==> config.mk <==
export PLATFORM = sky130hd
export DESIGN_NAME = mandelbox_distance_estimate
export DESIGN_NICKNAME = d
export VERILOG_FILES = /design/src/mbde_pkg.sv /design/src/mbde_mul.sv /design/src/mbde_sqrt.sv /design/src/mbde_div.sv /design/src/mbde_dp.sv /design/src/mbde_ctrl.sv /design/src/mandelbox_distance_estimate.sv
export SDC_FILE = /design/constraint.sdc
export NUM_CORES = 2
export LEC_CHECK = 0
export ABC_AREA = 1
export BUFFER_PORTS_ARGS = -buffer_cell sky130_fd_sc_hd__buf_2
export CORE_ASPECT_RATIO = 0.7
export CORE_MARGIN = 3
export CORE_UTILIZATION = 40
export CTS_CLUSTER_SIZE = 20
export DETAILED_ROUTE_END_ITERATION = 7
export GPL_TIMING_DRIVEN = 0
export PLACE_DENSITY = 0.57
export SYNTH_ARGS = -nofsm -noshare
export SYNTH_HDL_FRONTEND = slang
export SYNTH_SLANG_ARGS = --single-unit
==> constraint.sdc <==
create_clock -name i_clk -period 20.3 [get_ports i_clk]
set_clock_uncertainty 0.05 [all_clocks]
set_input_delay 4.06 -clock i_clk [delete_from_list [all_inputs] [get_ports i_clk]]
set_output_delay 4.06 -clock i_clk [all_outputs]
set_load 0.03 [all_outputs]
==> src/mbde_pkg.sv <==
// Shared types and constants for the Mandelbox distance estimator.
package mbde_pkg;

    localparam int FRAC     = 16;
    localparam int IN_W     = 20;
    localparam int Z_W      = FRAC + 10;
    localparam int DR_W     = 32 + FRAC;
    localparam int MAXIT_W  = 5;
    localparam int SCALE_W  = 19;
    localparam int MINR_W   = 17;
    localparam int FIXR_W   = 18;
    localparam int DIST_W   = 22;
    localparam int CFG_W    = 22;
    localparam int CFG_AW   = 3;
    localparam int F_W      = FIXR_W + FRAC + 1;
    localparam int MUL_A_W  = DR_W;
    localparam int MUL_DIG  = 12;
    localparam int MUL_NDIG = (F_W + MUL_DIG - 1) / MUL_DIG;
    localparam int MUL_B_W  = MUL_NDIG * MUL_DIG;
    localparam int MUL_P_W  = MUL_A_W + MUL_B_W;
    localparam int RND_W    = MUL_P_W - FRAC + 1;
    localparam int R2_W     = 2 * Z_W + 2;
    localparam int SQ_W     = R2_W / 2;
    localparam int DIV_W    = DR_W;

    localparam logic [DR_W-1:0]   ONE_Q    = DR_W'(64'd1 << FRAC);
    localparam logic [DR_W-1:0]   DR_MAX   = '1;
    localparam logic [DIST_W-1:0] DIST_MAX = '1;
    localparam logic [R2_W-1:0]   ESC_R2   = R2_W'(64'd100 << (2 * FRAC));

    localparam logic [CFG_AW-1:0] CFG_MAX_IT    = CFG_AW'(0);
    localparam logic [CFG_AW-1:0] CFG_SCALE     = CFG_AW'(1);
    localparam logic [CFG_AW-1:0] CFG_MIN_R     = CFG_AW'(2);
    localparam logic [CFG_AW-1:0] CFG_FIXED_R   = CFG_AW'(3);
    localparam logic [CFG_AW-1:0] CFG_THRESHOLD = CFG_AW'(4);

    localparam logic [MAXIT_W-1:0] RST_MAX_IT    = MAXIT_W'(12);
    localparam logic [SCALE_W-1:0] RST_SCALE     = SCALE_W'(163840);
    localparam logic [MINR_W-1:0]  RST_MIN_R     = MINR_W'(32768);
    localparam logic [FIXR_W-1:0]  RST_FIXED_R   = FIXR_W'(65536);
    localparam logic [DIST_W-1:0]  RST_THRESHOLD = DIST_W'(983);

    localparam logic [1:0] K_LAST_Z = 2'd2;
    localparam logic [1:0] K_DR     = 2'd3;

    typedef enum logic [2:0] {
        MOP_SQ  = 3'd0,
        MOP_ZF  = 3'd1,
        MOP_ZS  = 3'd2,
        MOP_DRF = 3'd3,
        MOP_DRS = 3'd4
    } t_mop;

    typedef enum logic [1:0] {
        DOP_FIN  = 2'd0,
        DOP_FOUT = 2'd1,
        DOP_DIST = 2'd2
    } t_dop;

    typedef struct packed {
        logic       load;
        logic       fold;
        logic       r2_clr;
        logic       f_sel_in;
        logic       it_inc;
        logic       mul_start;
        t_mop       mul_op;
        logic [1:0] k;
        logic       sqrt_start;
        logic       div_start;
        t_dop       div_op;
    } t_cmd;

    typedef struct packed {
        logic mul_done;
        logic sqrt_done;
        logic div_done;
        logic max_zero;
        logic inner;
        logic outer;
        logic root_zero;
        logic escape;
        logic last_it;
    } t_sts;

endpackage

==> src/mbde_mul.sv <==
// Multi-cycle unsigned multiplier, one digit of the second operand per cycle.
module mbde_mul
    import mbde_pkg::*;
(
    input  logic               i_clk,
    input  logic               i_rst_n,
    input  logic               i_start,
    input  logic [MUL_A_W-1:0] i_a,
    input  logic [MUL_B_W-1:0] i_b,
    output logic               o_done,
    output logic [MUL_P_W-1:0] o_prod
);

    localparam int CNT_W = $clog2(MUL_NDIG + 1);

    logic [MUL_A_W-1:0] r_a;
    logic [MUL_B_W-1:0] r_b;
    logic [MUL_P_W-1:0] r_acc;
    logic [CNT_W-1:0]   r_cnt;
    logic               r_run;
    logic               r_done;
    logic [MUL_A_W+MUL_DIG-1:0] w_pp;

    assign w_pp = r_a * r_b[MUL_B_W-1 -: MUL_DIG];

    always_ff @(posedge i_clk) begin
        if (!i_rst_n) begin
            r_run  <= 1'b0;
            r_done <= 1'b0;
            r_cnt  <= '0;
        end else begin
            r_done <= 1'b0;
            if (i_start) begin
                r_a   <= i_a;
                r_b   <= i_b;
                r_acc <= '0;
                r_cnt <= '0;
                r_run <= 1'b1;
            end else if (r_run) begin
                r_acc <= (r_acc << MUL_DIG) + MUL_P_W'(w_pp);
                r_b   <= r_b << MUL_DIG;
                r_cnt <= r_cnt + CNT_W'(1);
                if (r_cnt == CNT_W'(MUL_NDIG - 1)) begin
                    r_run  <= 1'b0;
                    r_done <= 1'b1;
                end
            end
        end
    end

    assign o_done = r_done;
    assign o_prod = r_acc;

endmodule

==> src/mbde_sqrt.sv <==
// Bit-serial floor square root, one root bit per cycle.
module mbde_sqrt
    import mbde_pkg::*;
(
    input  logic            i_clk,
    input  logic            i_rst_n,
    input  logic            i_start,
    input  logic [R2_W-1:0] i_v,
    output logic            o_done,
    output logic [SQ_W-1:0] o_root
);

    localparam int CNT_W = $clog2(SQ_W + 1);

    logic [R2_W-1:0] r_v;
    logic [SQ_W:0]   r_rem;
    logic [SQ_W-1:0] r_root;
    logic [CNT_W-1:0] r_cnt;
    logic            r_run;
    logic            r_done;
    logic [SQ_W+2:0] w_rem2;
    logic [SQ_W+2:0] w_trial;
    logic            w_ge;

    assign w_rem2  = {r_rem, r_v[R2_W-1 -: 2]};
    assign w_trial = {1'b0, r_root, 2'b01};
    assign w_ge    = (w_rem2 >= w_trial);

    always_ff @(posedge i_clk) begin
        if (!i_rst_n) begin
            r_run  <= 1'b0;
            r_done <= 1'b0;
            r_cnt  <= '0;
        end else begin
            r_done <= 1'b0;
            if (i_start) begin
                r_v    <= i_v;
                r_rem  <= '0;
                r_root <= '0;
                r_cnt  <= '0;
                r_run  <= 1'b1;
            end else if (r_run) begin
                r_v    <= r_v << 2;
                r_rem  <= w_ge ? (SQ_W+1)'(w_rem2 - w_trial) : w_rem2[SQ_W:0];
                r_root <= {r_root[SQ_W-2:0], w_ge};
                r_cnt  <= r_cnt + CNT_W'(1);
                if (r_cnt == CNT_W'(SQ_W - 1)) begin
                    r_run  <= 1'b0;
                    r_done <= 1'b1;
                end
            end
        end
    end

    assign o_done = r_done;
    assign o_root = r_root;

endmodule

==> src/mbde_div.sv <==
// Restoring divider, one quotient bit per cycle.
module mbde_div
    import mbde_pkg::*;
(
    input  logic             i_clk,
    input  logic             i_rst_n,
    input  logic             i_start,
    input  logic [DIV_W-1:0] i_num,
    input  logic [DIV_W-1:0] i_den,
    output logic             o_done,
    output logic [DIV_W-1:0] o_quo
);

    localparam int CNT_W = $clog2(DIV_W + 1);

    logic [DIV_W-1:0] r_n;
    logic [DIV_W-1:0] r_d;
    logic [DIV_W-1:0] r_rem;
    logic [DIV_W-1:0] r_q;
    logic [CNT_W-1:0] r_cnt;
    logic             r_run;
    logic             r_done;
    logic [DIV_W:0]   w_rem2;
    logic             w_ge;

    assign w_rem2 = {r_rem, r_n[DIV_W-1]};
    assign w_ge   = (w_rem2 >= {1'b0, r_d});

    always_ff @(posedge i_clk) begin
        if (!i_rst_n) begin
            r_run  <= 1'b0;
            r_done <= 1'b0;
            r_cnt  <= '0;
        end else begin
            r_done <= 1'b0;
            if (i_start) begin
                r_n   <= i_num;
                r_d   <= i_den;
                r_rem <= '0;
                r_q   <= '0;
                r_cnt <= '0;
                r_run <= 1'b1;
            end else if (r_run) begin
                r_n   <= r_n << 1;
                r_rem <= w_ge ? DIV_W'(w_rem2 - {1'b0, r_d}) : w_rem2[DIV_W-1:0];
                r_q   <= {r_q[DIV_W-2:0], w_ge};
                r_cnt <= r_cnt + CNT_W'(1);
                if (r_cnt == CNT_W'(DIV_W - 1)) begin
                    r_run  <= 1'b0;
                    r_done <= 1'b1;
                end
            end
        end
    end

    assign o_done = r_done;
    assign o_quo  = r_q;

endmodule

==> src/mbde_dp.sv <==
// Datapath: point, z, dr, radius and fold factor registers with shared arithmetic units.
module mbde_dp
    import mbde_pkg::*;
(
    input  logic               i_clk,
    input  logic               i_rst_n,
    input  logic               i_cfg_we,
    input  logic [CFG_AW-1:0]  i_cfg_addr,
    input  logic [CFG_W-1:0]   i_cfg_data,
    input  logic signed [IN_W-1:0] i_point_x,
    input  logic signed [IN_W-1:0] i_point_y,
    input  logic signed [IN_W-1:0] i_point_z,
    input  t_cmd               i_cmd,
    output t_sts               o_sts,
    output logic [DIST_W-1:0]  o_distance,
    output logic               o_hit
);

    localparam logic signed [Z_W:0] ONE_Z = (Z_W+1)'(1 << FRAC);
    localparam logic [MUL_P_W:0]    HALF  = (MUL_P_W+1)'(1 << (FRAC - 1));

    function automatic logic signed [Z_W-1:0] box_fold(input logic signed [Z_W-1:0] v);
        logic signed [Z_W:0] w;
        logic signed [Z_W:0] r;
        w = {v[Z_W-1], v};
        r = w;
        if (w > ONE_Z) begin
            r = (ONE_Z <<< 1) - w;
        end else if (w < -ONE_Z) begin
            r = -(ONE_Z <<< 1) - w;
        end
        return r[Z_W-1:0];
    endfunction

    logic [MAXIT_W-1:0] r_max_it;
    logic [SCALE_W-1:0] r_scale;
    logic [MINR_W-1:0]  r_min;
    logic [FIXR_W-1:0]  r_fixed;
    logic [DIST_W-1:0]  r_thresh;
    logic [2*MINR_W-1:0] r_min2;
    logic [2*FIXR_W-1:0] r_fix2;

    logic signed [IN_W-1:0] r_p [3];
    logic signed [Z_W-1:0]  r_z [3];
    logic [DR_W-1:0]    r_dr;
    logic [R2_W-1:0]    r_r2;
    logic [SQ_W-1:0]    r_root;
    logic [F_W-1:0]     r_f_in;
    logic [F_W-1:0]     r_f;
    logic [MAXIT_W-1:0] r_it;
    logic [DIST_W-1:0]  r_dist;
    logic               r_hit;

    logic signed [Z_W-1:0]  w_zsel;
    logic signed [IN_W-1:0] w_psel;
    logic [Z_W-1:0]     w_zmag;
    logic [MUL_A_W-1:0] w_mul_a;
    logic [MUL_B_W-1:0] w_mul_b;
    logic               w_mul_done;
    logic [MUL_P_W-1:0] w_prod;
    logic [MUL_P_W:0]   w_prnd;
    logic [RND_W-1:0]   w_rnd;
    logic [RND_W:0]     w_rnd1;
    logic [Z_W-1:0]     w_zm;
    logic signed [Z_W-1:0] w_zres;
    logic [DR_W-1:0]    w_dr_f;
    logic [DR_W-1:0]    w_dr_s;
    logic               w_sqrt_done;
    logic [SQ_W-1:0]    w_root;
    logic [DIV_W-1:0]   w_num;
    logic [DIV_W-1:0]   w_den;
    logic               w_div_done;
    logic [DIV_W-1:0]   w_quo;
    logic [DIST_W-1:0]  w_dist;
    logic [MAXIT_W:0]   w_it_next;

    always_comb begin
        case (i_cmd.k)
            2'd1:    begin w_zsel = r_z[1]; w_psel = r_p[1]; end
            2'd2:    begin w_zsel = r_z[2]; w_psel = r_p[2]; end
            default: begin w_zsel = r_z[0]; w_psel = r_p[0]; end
        endcase
    end

    assign w_zmag = w_zsel[Z_W-1] ? Z_W'(-w_zsel) : Z_W'(w_zsel);

    always_comb begin
        case (i_cmd.mul_op)
            MOP_SQ:  begin w_mul_a = MUL_A_W'(w_zmag); w_mul_b = MUL_B_W'(w_zmag);  end
            MOP_ZF:  begin w_mul_a = MUL_A_W'(w_zmag); w_mul_b = MUL_B_W'(r_f);     end
            MOP_ZS:  begin w_mul_a = MUL_A_W'(w_zmag); w_mul_b = MUL_B_W'(r_scale); end
            MOP_DRF: begin w_mul_a = r_dr;             w_mul_b = MUL_B_W'(r_f);     end
            MOP_DRS: begin w_mul_a = r_dr;             w_mul_b = MUL_B_W'(r_scale); end
            default: begin w_mul_a = '0;               w_mul_b = '0;                end
        endcase
    end

    mbde_mul u_mul (
        .i_clk   (i_clk),
        .i_rst_n (i_rst_n),
        .i_start (i_cmd.mul_start),
        .i_a     (w_mul_a),
        .i_b     (w_mul_b),
        .o_done  (w_mul_done),
        .o_prod  (w_prod)
    );

    // round half away from zero on the magnitude, then restore sign
    assign w_prnd = {1'b0, w_prod} + HALF;
    assign w_rnd  = w_prnd[MUL_P_W:FRAC];
    assign w_rnd1 = {1'b0, w_rnd} + (RND_W+1)'(ONE_Q);
    assign w_zm   = w_rnd[Z_W-1:0];

    always_comb begin
        w_zres = w_zsel[Z_W-1] ? -$signed(w_zm) : $signed(w_zm);
        if (i_cmd.mul_op == MOP_ZS) begin
            w_zres = w_zres + Z_W'(w_psel);
        end
    end

    assign w_dr_f = (|w_rnd[RND_W-1:DR_W])  ? DR_MAX : w_rnd[DR_W-1:0];
    assign w_dr_s = (|w_rnd1[RND_W:DR_W])   ? DR_MAX : w_rnd1[DR_W-1:0];

    mbde_sqrt u_sqrt (
        .i_clk   (i_clk),
        .i_rst_n (i_rst_n),
        .i_start (i_cmd.sqrt_start),
        .i_v     (r_r2),
        .o_done  (w_sqrt_done),
        .o_root  (w_root)
    );

    always_comb begin
        case (i_cmd.div_op)
            DOP_FIN: begin
                w_num = DIV_W'({r_fixed, {FRAC{1'b0}}});
                w_den = DIV_W'(r_min);
            end
            DOP_FOUT: begin
                w_num = DIV_W'({r_fixed, {FRAC{1'b0}}});
                w_den = DIV_W'(r_root);
            end
            DOP_DIST: begin
                w_num = DIV_W'({r_root, {FRAC{1'b0}}});
                w_den = r_dr;
            end
            default: begin
                w_num = '0;
                w_den = '0;
            end
        endcase
    end

    mbde_div u_div (
        .i_clk   (i_clk),
        .i_rst_n (i_rst_n),
        .i_start (i_cmd.div_start),
        .i_num   (w_num),
        .i_den   (w_den),
        .o_done  (w_div_done),
        .o_quo   (w_quo)
    );

    assign w_dist    = (|w_quo[DIV_W-1:DIST_W]) ? DIST_MAX : w_quo[DIST_W-1:0];
    assign w_it_next = {1'b0, r_it} + (MAXIT_W+1)'(1);

    always_ff @(posedge i_clk) begin
        if (!i_rst_n) begin
            r_max_it <= RST_MAX_IT;
            r_scale  <= RST_SCALE;
            r_min    <= RST_MIN_R;
            r_fixed  <= RST_FIXED_R;
            r_thresh <= RST_THRESHOLD;
        end else if (i_cfg_we) begin
            case (i_cfg_addr)
                CFG_MAX_IT:    r_max_it <= i_cfg_data[MAXIT_W-1:0];
                CFG_SCALE:     r_scale  <= i_cfg_data[SCALE_W-1:0];
                CFG_MIN_R:     r_min    <= i_cfg_data[MINR_W-1:0];
                CFG_FIXED_R:   r_fixed  <= i_cfg_data[FIXR_W-1:0];
                CFG_THRESHOLD: r_thresh <= i_cfg_data[DIST_W-1:0];
                default: ;
            endcase
        end
    end

    always_ff @(posedge i_clk) begin
        r_min2 <= r_min * r_min;
        r_fix2 <= r_fixed * r_fixed;

        if (i_cmd.load) begin
            r_p[0] <= i_point_x;
            r_p[1] <= i_point_y;
            r_p[2] <= i_point_z;
            r_z[0] <= Z_W'(i_point_x);
            r_z[1] <= Z_W'(i_point_y);
            r_z[2] <= Z_W'(i_point_z);
            r_dr   <= ONE_Q;
            r_it   <= '0;
        end
        if (i_cmd.fold) begin
            for (int i = 0; i < 3; i++) begin
                r_z[i] <= box_fold(r_z[i]);
            end
        end
        if (i_cmd.r2_clr) begin
            r_r2 <= '0;
        end
        if (i_cmd.it_inc) begin
            r_it <= w_it_next[MAXIT_W-1:0];
        end
        if (i_cmd.f_sel_in) begin
            r_f <= r_f_in;
        end
        if (w_mul_done) begin
            case (i_cmd.mul_op)
                MOP_SQ:  r_r2 <= r_r2 + w_prod[R2_W-1:0];
                MOP_ZF,
                MOP_ZS: begin
                    case (i_cmd.k)
                        2'd1:    r_z[1] <= w_zres;
                        2'd2:    r_z[2] <= w_zres;
                        default: r_z[0] <= w_zres;
                    endcase
                end
                MOP_DRF: r_dr <= w_dr_f;
                MOP_DRS: r_dr <= w_dr_s;
                default: ;
            endcase
        end
        if (w_sqrt_done) begin
            r_root <= w_root;
        end
        if (w_div_done) begin
            case (i_cmd.div_op)
                DOP_FIN:  r_f_in <= w_quo[F_W-1:0];
                DOP_FOUT: r_f    <= w_quo[F_W-1:0];
                DOP_DIST: begin
                    r_dist <= w_dist;
                    r_hit  <= (w_dist < r_thresh);
                end
                default: ;
            endcase
        end
    end

    assign o_sts.mul_done  = w_mul_done;
    assign o_sts.sqrt_done = w_sqrt_done;
    assign o_sts.div_done  = w_div_done;
    assign o_sts.max_zero  = (r_max_it == '0);
    assign o_sts.inner     = (r_r2 < R2_W'(r_min2));
    assign o_sts.outer     = (r_r2 < R2_W'(r_fix2));
    assign o_sts.root_zero = (r_root == '0);
    assign o_sts.escape    = (r_r2 > ESC_R2);
    assign o_sts.last_it   = (w_it_next == {1'b0, r_max_it});

    assign o_distance = r_dist;
    assign o_hit      = r_hit;

endmodule

==> src/mbde_ctrl.sv <==
// Controller: sequences fold, norm, ball fold, scale and final distance steps.
module mbde_ctrl
    import mbde_pkg::*;
(
    input  logic i_clk,
    input  logic i_rst_n,
    input  logic i_start,
    input  t_sts i_sts,
    output t_cmd o_cmd,
    output logic o_busy,
    output logic o_valid
);

    typedef enum logic [11:0] {
        S_IDLE   = 12'b0000_0000_0001,
        S_FINV   = 12'b0000_0000_0010,
        S_FOLD   = 12'b0000_0000_0100,
        S_NORM   = 12'b0000_0000_1000,
        S_BRANCH = 12'b0000_0001_0000,
        S_SQRT   = 12'b0000_0010_0000,
        S_FDIV   = 12'b0000_0100_0000,
        S_FMUL   = 12'b0000_1000_0000,
        S_SMUL   = 12'b0001_0000_0000,
        S_ESC    = 12'b0010_0000_0000,
        S_RSQRT  = 12'b0100_0000_0000,
        S_RDIV   = 12'b1000_0000_0000
    } t_state;

    typedef enum logic [1:0] {
        NP_FOLD  = 2'd0,
        NP_ESC   = 2'd1,
        NP_FINAL = 2'd2
    } t_nphase;

    t_state  r_state, n_state;
    t_nphase r_phase, n_phase;
    logic [1:0] r_k, n_k;
    logic    r_issued, n_issued;
    logic    r_valid, n_valid;

    always_comb begin
        n_state  = r_state;
        n_phase  = r_phase;
        n_k      = r_k;
        n_issued = r_issued;
        n_valid  = 1'b0;
        o_cmd    = '0;
        o_cmd.k  = r_k;
        case (r_state)
            S_IDLE: begin
                if (i_start) begin
                    o_cmd.load = 1'b1;
                    n_issued   = 1'b0;
                    n_state    = S_FINV;
                end
            end
            S_FINV: begin
                o_cmd.div_op    = DOP_FIN;
                o_cmd.div_start = !r_issued;
                n_issued        = 1'b1;
                if (i_sts.div_done) begin
                    n_issued = 1'b0;
                    if (i_sts.max_zero) begin
                        o_cmd.r2_clr = 1'b1;
                        n_k          = '0;
                        n_phase      = NP_FINAL;
                        n_state      = S_NORM;
                    end else begin
                        n_state = S_FOLD;
                    end
                end
            end
            S_FOLD: begin
                o_cmd.fold   = 1'b1;
                o_cmd.r2_clr = 1'b1;
                n_k          = '0;
                n_phase      = NP_FOLD;
                n_state      = S_NORM;
            end
            S_NORM: begin
                o_cmd.mul_op    = MOP_SQ;
                o_cmd.mul_start = !r_issued;
                n_issued        = 1'b1;
                if (i_sts.mul_done) begin
                    n_issued = 1'b0;
                    if (r_k == K_LAST_Z) begin
                        n_k = '0;
                        case (r_phase)
                            NP_FOLD: n_state = S_BRANCH;
                            NP_ESC:  n_state = S_ESC;
                            default: n_state = S_RSQRT;
                        endcase
                    end else begin
                        n_k = r_k + 2'd1;
                    end
                end
            end
            S_BRANCH: begin
                n_k = '0;
                if (i_sts.inner) begin
                    o_cmd.f_sel_in = 1'b1;
                    n_state        = S_FMUL;
                end else if (i_sts.outer) begin
                    n_state = S_SQRT;
                end else begin
                    n_state = S_SMUL;
                end
            end
            S_SQRT: begin
                o_cmd.sqrt_start = !r_issued;
                n_issued         = 1'b1;
                if (i_sts.sqrt_done) begin
                    n_issued = 1'b0;
                    n_state  = S_FDIV;
                end
            end
            S_FDIV: begin
                o_cmd.div_op = DOP_FOUT;
                if (!r_issued && i_sts.root_zero) begin
                    n_k     = '0;
                    n_state = S_SMUL;
                end else begin
                    o_cmd.div_start = !r_issued;
                    n_issued        = 1'b1;
                    if (i_sts.div_done) begin
                        n_issued = 1'b0;
                        n_k      = '0;
                        n_state  = S_FMUL;
                    end
                end
            end
            S_FMUL: begin
                o_cmd.mul_op    = (r_k == K_DR) ? MOP_DRF : MOP_ZF;
                o_cmd.mul_start = !r_issued;
                n_issued        = 1'b1;
                if (i_sts.mul_done) begin
                    n_issued = 1'b0;
                    n_k      = r_k + 2'd1;
                    if (r_k == K_DR) begin
                        n_state = S_SMUL;
                    end
                end
            end
            S_SMUL: begin
                o_cmd.mul_op    = (r_k == K_DR) ? MOP_DRS : MOP_ZS;
                o_cmd.mul_start = !r_issued;
                n_issued        = 1'b1;
                if (i_sts.mul_done) begin
                    n_issued = 1'b0;
                    n_k      = r_k + 2'd1;
                    if (r_k == K_DR) begin
                        o_cmd.r2_clr = 1'b1;
                        n_phase      = NP_ESC;
                        n_state      = S_NORM;
                    end
                end
            end
            S_ESC: begin
                o_cmd.it_inc = 1'b1;
                if (i_sts.escape || i_sts.last_it) begin
                    n_state = S_RSQRT;
                end else begin
                    n_state = S_FOLD;
                end
            end
            S_RSQRT: begin
                o_cmd.sqrt_start = !r_issued;
                n_issued         = 1'b1;
                if (i_sts.sqrt_done) begin
                    n_issued = 1'b0;
                    n_state  = S_RDIV;
                end
            end
            S_RDIV: begin
                o_cmd.div_op    = DOP_DIST;
                o_cmd.div_start = !r_issued;
                n_issued        = 1'b1;
                if (i_sts.div_done) begin
                    n_issued = 1'b0;
                    n_valid  = 1'b1;
                    n_state  = S_IDLE;
                end
            end
            default: begin
                n_issued = 1'b0;
                n_state  = S_IDLE;
            end
        endcase
    end

    always_ff @(posedge i_clk) begin
        if (!i_rst_n) begin
            r_state  <= S_IDLE;
            r_phase  <= NP_FOLD;
            r_k      <= '0;
            r_issued <= 1'b0;
            r_valid  <= 1'b0;
        end else begin
            r_state  <= n_state;
            r_phase  <= n_phase;
            r_k      <= n_k;
            r_issued <= n_issued;
            r_valid  <= n_valid;
        end
    end

    assign o_busy  = (r_state != S_IDLE);
    assign o_valid = r_valid;

endmodule

==> src/mandelbox_distance_estimate.sv <==
// The bit-serial square root and divider take 27 and 48 steps, and one 3-digit
// multiplier is shared by all products.
// One point is worked at a time; start is taken only while busy is low.
// The result shows for one cycle with o_valid, as busy falls; it cannot be held off.
// Reset is synchronous, active low; it idles the block and loads register defaults.
module mandelbox_distance_estimate
    import mbde_pkg::*;
(
    input  logic                   i_clk,
    input  logic                   i_rst_n,
    input  logic                   start,
    output logic                   busy,
    input  logic signed [IN_W-1:0] i_point_x,
    input  logic signed [IN_W-1:0] i_point_y,
    input  logic signed [IN_W-1:0] i_point_z,
    input  logic                   i_cfg_we,
    input  logic [CFG_AW-1:0]      i_cfg_addr,
    input  logic [CFG_W-1:0]       i_cfg_data,
    output logic                   o_valid,
    output logic [DIST_W-1:0]      o_distance,
    output logic                   o_hit
);

    t_cmd w_cmd;
    t_sts w_sts;

    mbde_ctrl u_ctrl (
        .i_clk   (i_clk),
        .i_rst_n (i_rst_n),
        .i_start (start),
        .i_sts   (w_sts),
        .o_cmd   (w_cmd),
        .o_busy  (busy),
        .o_valid (o_valid)
    );

    mbde_dp u_dp (
        .i_clk      (i_clk),
        .i_rst_n    (i_rst_n),
        .i_cfg_we   (i_cfg_we),
        .i_cfg_addr (i_cfg_addr),
        .i_cfg_data (i_cfg_data),
        .i_point_x  (i_point_x),
        .i_point_y  (i_point_y),
        .i_point_z  (i_point_z),
        .i_cmd      (w_cmd),
        .o_sts      (w_sts),
        .o_distance (o_distance),
        .o_hit      (o_hit)
    );

endmodule

==> results.yml <==
timing:
  post-route-period-util_pct: 50.1
  min_period_ns: 10.17
  rsz0062_at_grt: "no"
  hold_viol_final: 0
  worstMarginPinSlew_ns: 1.50
  fin_ws_ns: 10.13
  slew_violations: 1
  fin_tns_setup_ns: 0
  finalSetupViolCount: 0
  fmax_mhz: 98.3
  relSlewSlack_pct: -0.757
synthesis:
  synth_flop_cell: "edfxtp_1"
  synth_area_um2: 95600
  syn_nets: 13596
  syn_inst: 11974
  synthDistinctLibCells: 67
  async_flop_share_pct: 0
  ys_seq_elements: 1004
  synth_edf_count: 681
  synth-seq-area-share_pct: 28.2
  ys.warnings.count: 0
  syn_avg_cell_area_um2: 7.98
place:
  post-place-ws_ns: 10.52
  dp_hpwl_um: 309000
  gp_congestion: 0.994
  place_area_um2: 101000
  io_buffers: 112
floorplanning:
  dieArea_um2: 245000
  initial_core_util_pct: 40.4
  die_w_um: 590
  fp-row-count: 149
  core_area_um2: 237000
  dieHeight_um: 415
  ioPinCount: 114
clock_network:
  cts_repair_resize_count: 0
  clock_path_buffers: 3
  insertion_delay_ns: 0.83
  cts.htree.levels: 3
  cts_hold_buf: 0
  clock-sinks: 1004
  cts_tree: "built"
  clk_pin_slew_ns: 0.07
  cts_setup_buffers: 0
  cts_root_buffer: "clkbuf_16"
  cts-buffers-inserted: 113
outcome:
  violations: "max-capacitance violations, max-slew violations"
  status: "complete, but fails checks"
worst_hold_path:
  min_to: "u_dp.r_min2[0]$_DFF_P_"
  min_from: "u_dp.r_min[0]$_SDFFE_PN0P_"
  hold_depth: 0
  min_path_type: "register to register"
setup_path:
  crit_top_cell: "nand2_1"
  rrSetupSlack_ns: 10.13
  r2r_start: "u_dp.u_mul.r_b[31]$_DFFE_PP_"
  cpPeakStageDelay_ns: 1.01
  reg2reg_to: "u_dp.u_mul.o_prod[80]$_SDFFCE_PP0P_"
  required_ns: 20.75
  path_class: "register to register"
  rr_worst_depth: 27
  crit_family: "compound AO/OA/AOI/OAI gates"
  worst-path-buf-inv: 6
  path_max_fanout: 10
  critPathLaunchType: "register"
  cp_slowest_cell: "o21ai_0"
  end_kind: "register"
  worstPathArrival_ns: 10.62
global_routing:
  grt_pass1_wl_um: 546000
  track_usage_pct: 30.1
  grt_pass1_vias: 80859
  grt_max_degree: 35
  overflow: 0
  antenna_found_initial: 20
pwr:
  peakVddDrop_mv: 0.0950
  leakage_nw: 50.8
  power_w: 0.00773
  powerDensity_nw_per_um2: 73.8
final_layout:
  stdcell_area_um2: 105000
  drive_above_1_share_pct: 3.93
  final_common_cell: "inv_1"
  mostFrequentLayoutCells: "inv_1 (2510), nand2_1 (2485), nor2_1 (934), fa_1 (929), a21oi_1 (829)"
  utilization_pct: 44.3
  synthToLayoutAreaGrowth_pct: 9.61
  nets: 13847
detailed_routing:
  detail-route-antenna-nets: 0
  wirelength_um: 375000
  drt_iter0_drc: 10014
  drtPass1Iterations: 7
  wire_per_inst_um: 24.2
  vias: 85143
  vias_per_cell: 5.49
  remaining_drc_errors: 0
job:
  drv_cap: 2
[worst reg2reg max path, delay by kind of cell, from the launching register on]
family	cells	cell delay (ns)
simple gates	9	1.00
fa+ha+maj	6	3.09
flops	1	0.68
compound gates	6	3.12
buf+inv	6	1.93
[final cells by class]
class | count | area, um^2
Fill cell | 23586 | 132000
Multi-Input combinational cell | 8018 | 57700
Sequential cell | 1004 | 26900
Inverter | 2531 | 9500
Tap cell | 3171 | 3970
Clock buffer | 141 | 3110
Buffer | 421 | 1620
Timing Repair Buffer | 136 | 1090
Clock inverter | 73 | 865
Antenna cell | 7 | 17.5
[worst max path at each step]
stage,start,endpoint,slack [ns],cells past startpoint
global placement,i_rst_n,u_dp.u_mul.o_prod[48]$_SDFFCE_PP0P_,-1.20,4
detailed placement,u_dp.u_mul.r_b[31]$_DFFE_PP_,u_dp.u_mul.o_prod[72]$_SDFFCE_PP0P_,10.52,27
finish,u_dp.u_mul.r_b[31]$_DFFE_PP_,u_dp.u_mul.o_prod[80]$_SDFFCE_PP0P_,10.13,27
floorplan,i_rst_n,u_dp.u_div.o_quo[0]$_SDFFCE_PP0P_,5.86,4
global route,u_dp.u_mul.r_b[31]$_DFFE_PP_,u_dp.u_mul.o_prod[80]$_SDFFCE_PP0P_,9.84,27
CTS,u_dp.u_mul.r_b[31]$_DFFE_PP_,u_dp.u_mul.o_prod[72]$_SDFFCE_PP0P_,10.44,27
[flip-flops by register name, summed over array words and instances, names as in the netlist, 32 cells and up]
name / cells
u_dp.r_dr: 48
u_dp.r_f: 35
u_dp.r_f_in: 35
u_dp.r_fix2: 35
u_dp.r_min2: 33
u_dp.r_p: 60
u_dp.r_r2: 54
u_dp.r_z: 78
u_dp.u_div.o_quo: 48
u_dp.u_div.r_d: 48
u_dp.u_div.r_n: 32
u_dp.u_div.r_rem: 48
u_dp.u_mul.o_prod: 84
u_dp.u_mul.r_a: 48
u_dp.u_mul.r_b: 36
u_dp.u_sqrt.r_v: 54
[cell families (layout without fill, tap and decap cells)]
logic type               count (synthesis)  in the layout  synth area share, %
flip-flops                            1004           1004                 28.2
buffers and inverters                 2952           3302                 11.6
AND/OR/NAND/NOR                       4108           4108                 17.6
XOR/XNOR                               335            335                 3.07
multiplexers                             8              8               0.0851
adder cells (fa/ha/maj)               1533           1533                 27.4
AO/OA/AOI/OAI                         2034           2034                 12.1
other                                    0              7                    0
[power breakdown]
group	leakage (nW)	internal, W	switching, W
registers	8.89	0.00247	0.000155
clock network	1.92	0.00124	0.000988
logic	40.0	0.000851	0.00202
[stage by stage]
stage                     std cells  hold WS (ns)
final                         15502         0.298
after global routing          15495         0.316
after CTS                     15495         0.299
after detailed placement      15281         0.284
after global placement        15257         0.285
after floorplan               11974         0.279
[synth_stat cells (93+ instances only)]
| cell type | count | area, um^2 |
|---|---|---|
| nand4_1 | 128 | 801 |
| edfxtp_1 | 681 | 20400 |
| o211ai_1 | 93 | 698 |
| nand2_1 | 2485 | 9330 |
| xor2_1 | 229 | 2010 |
| o21ai_0 | 694 | 3470 |
| ha_1 | 604 | 7560 |
| nor2_1 | 939 | 3520 |
| clkbuf_1 | 360 | 1350 |
| a21oi_1 | 831 | 4160 |
| dfxtp_1 | 323 | 6470 |
| nand3_1 | 305 | 1530 |
| inv_1 | 2510 | 9420 |
| fa_1 | 929 | 18600 |
| xnor2_1 | 106 | 928 |
[per-layer routing]
layer  up-vias  share of wire [%]  GRT usage, %
li1      38445                  -             -
met1     41843                 47          47.7
met2      4387                 38          39.5
met3       462                 13          8.50
met4         6                2.7          6.83
met5         -              0.011             0
Power figures use the tool's default switching activity.
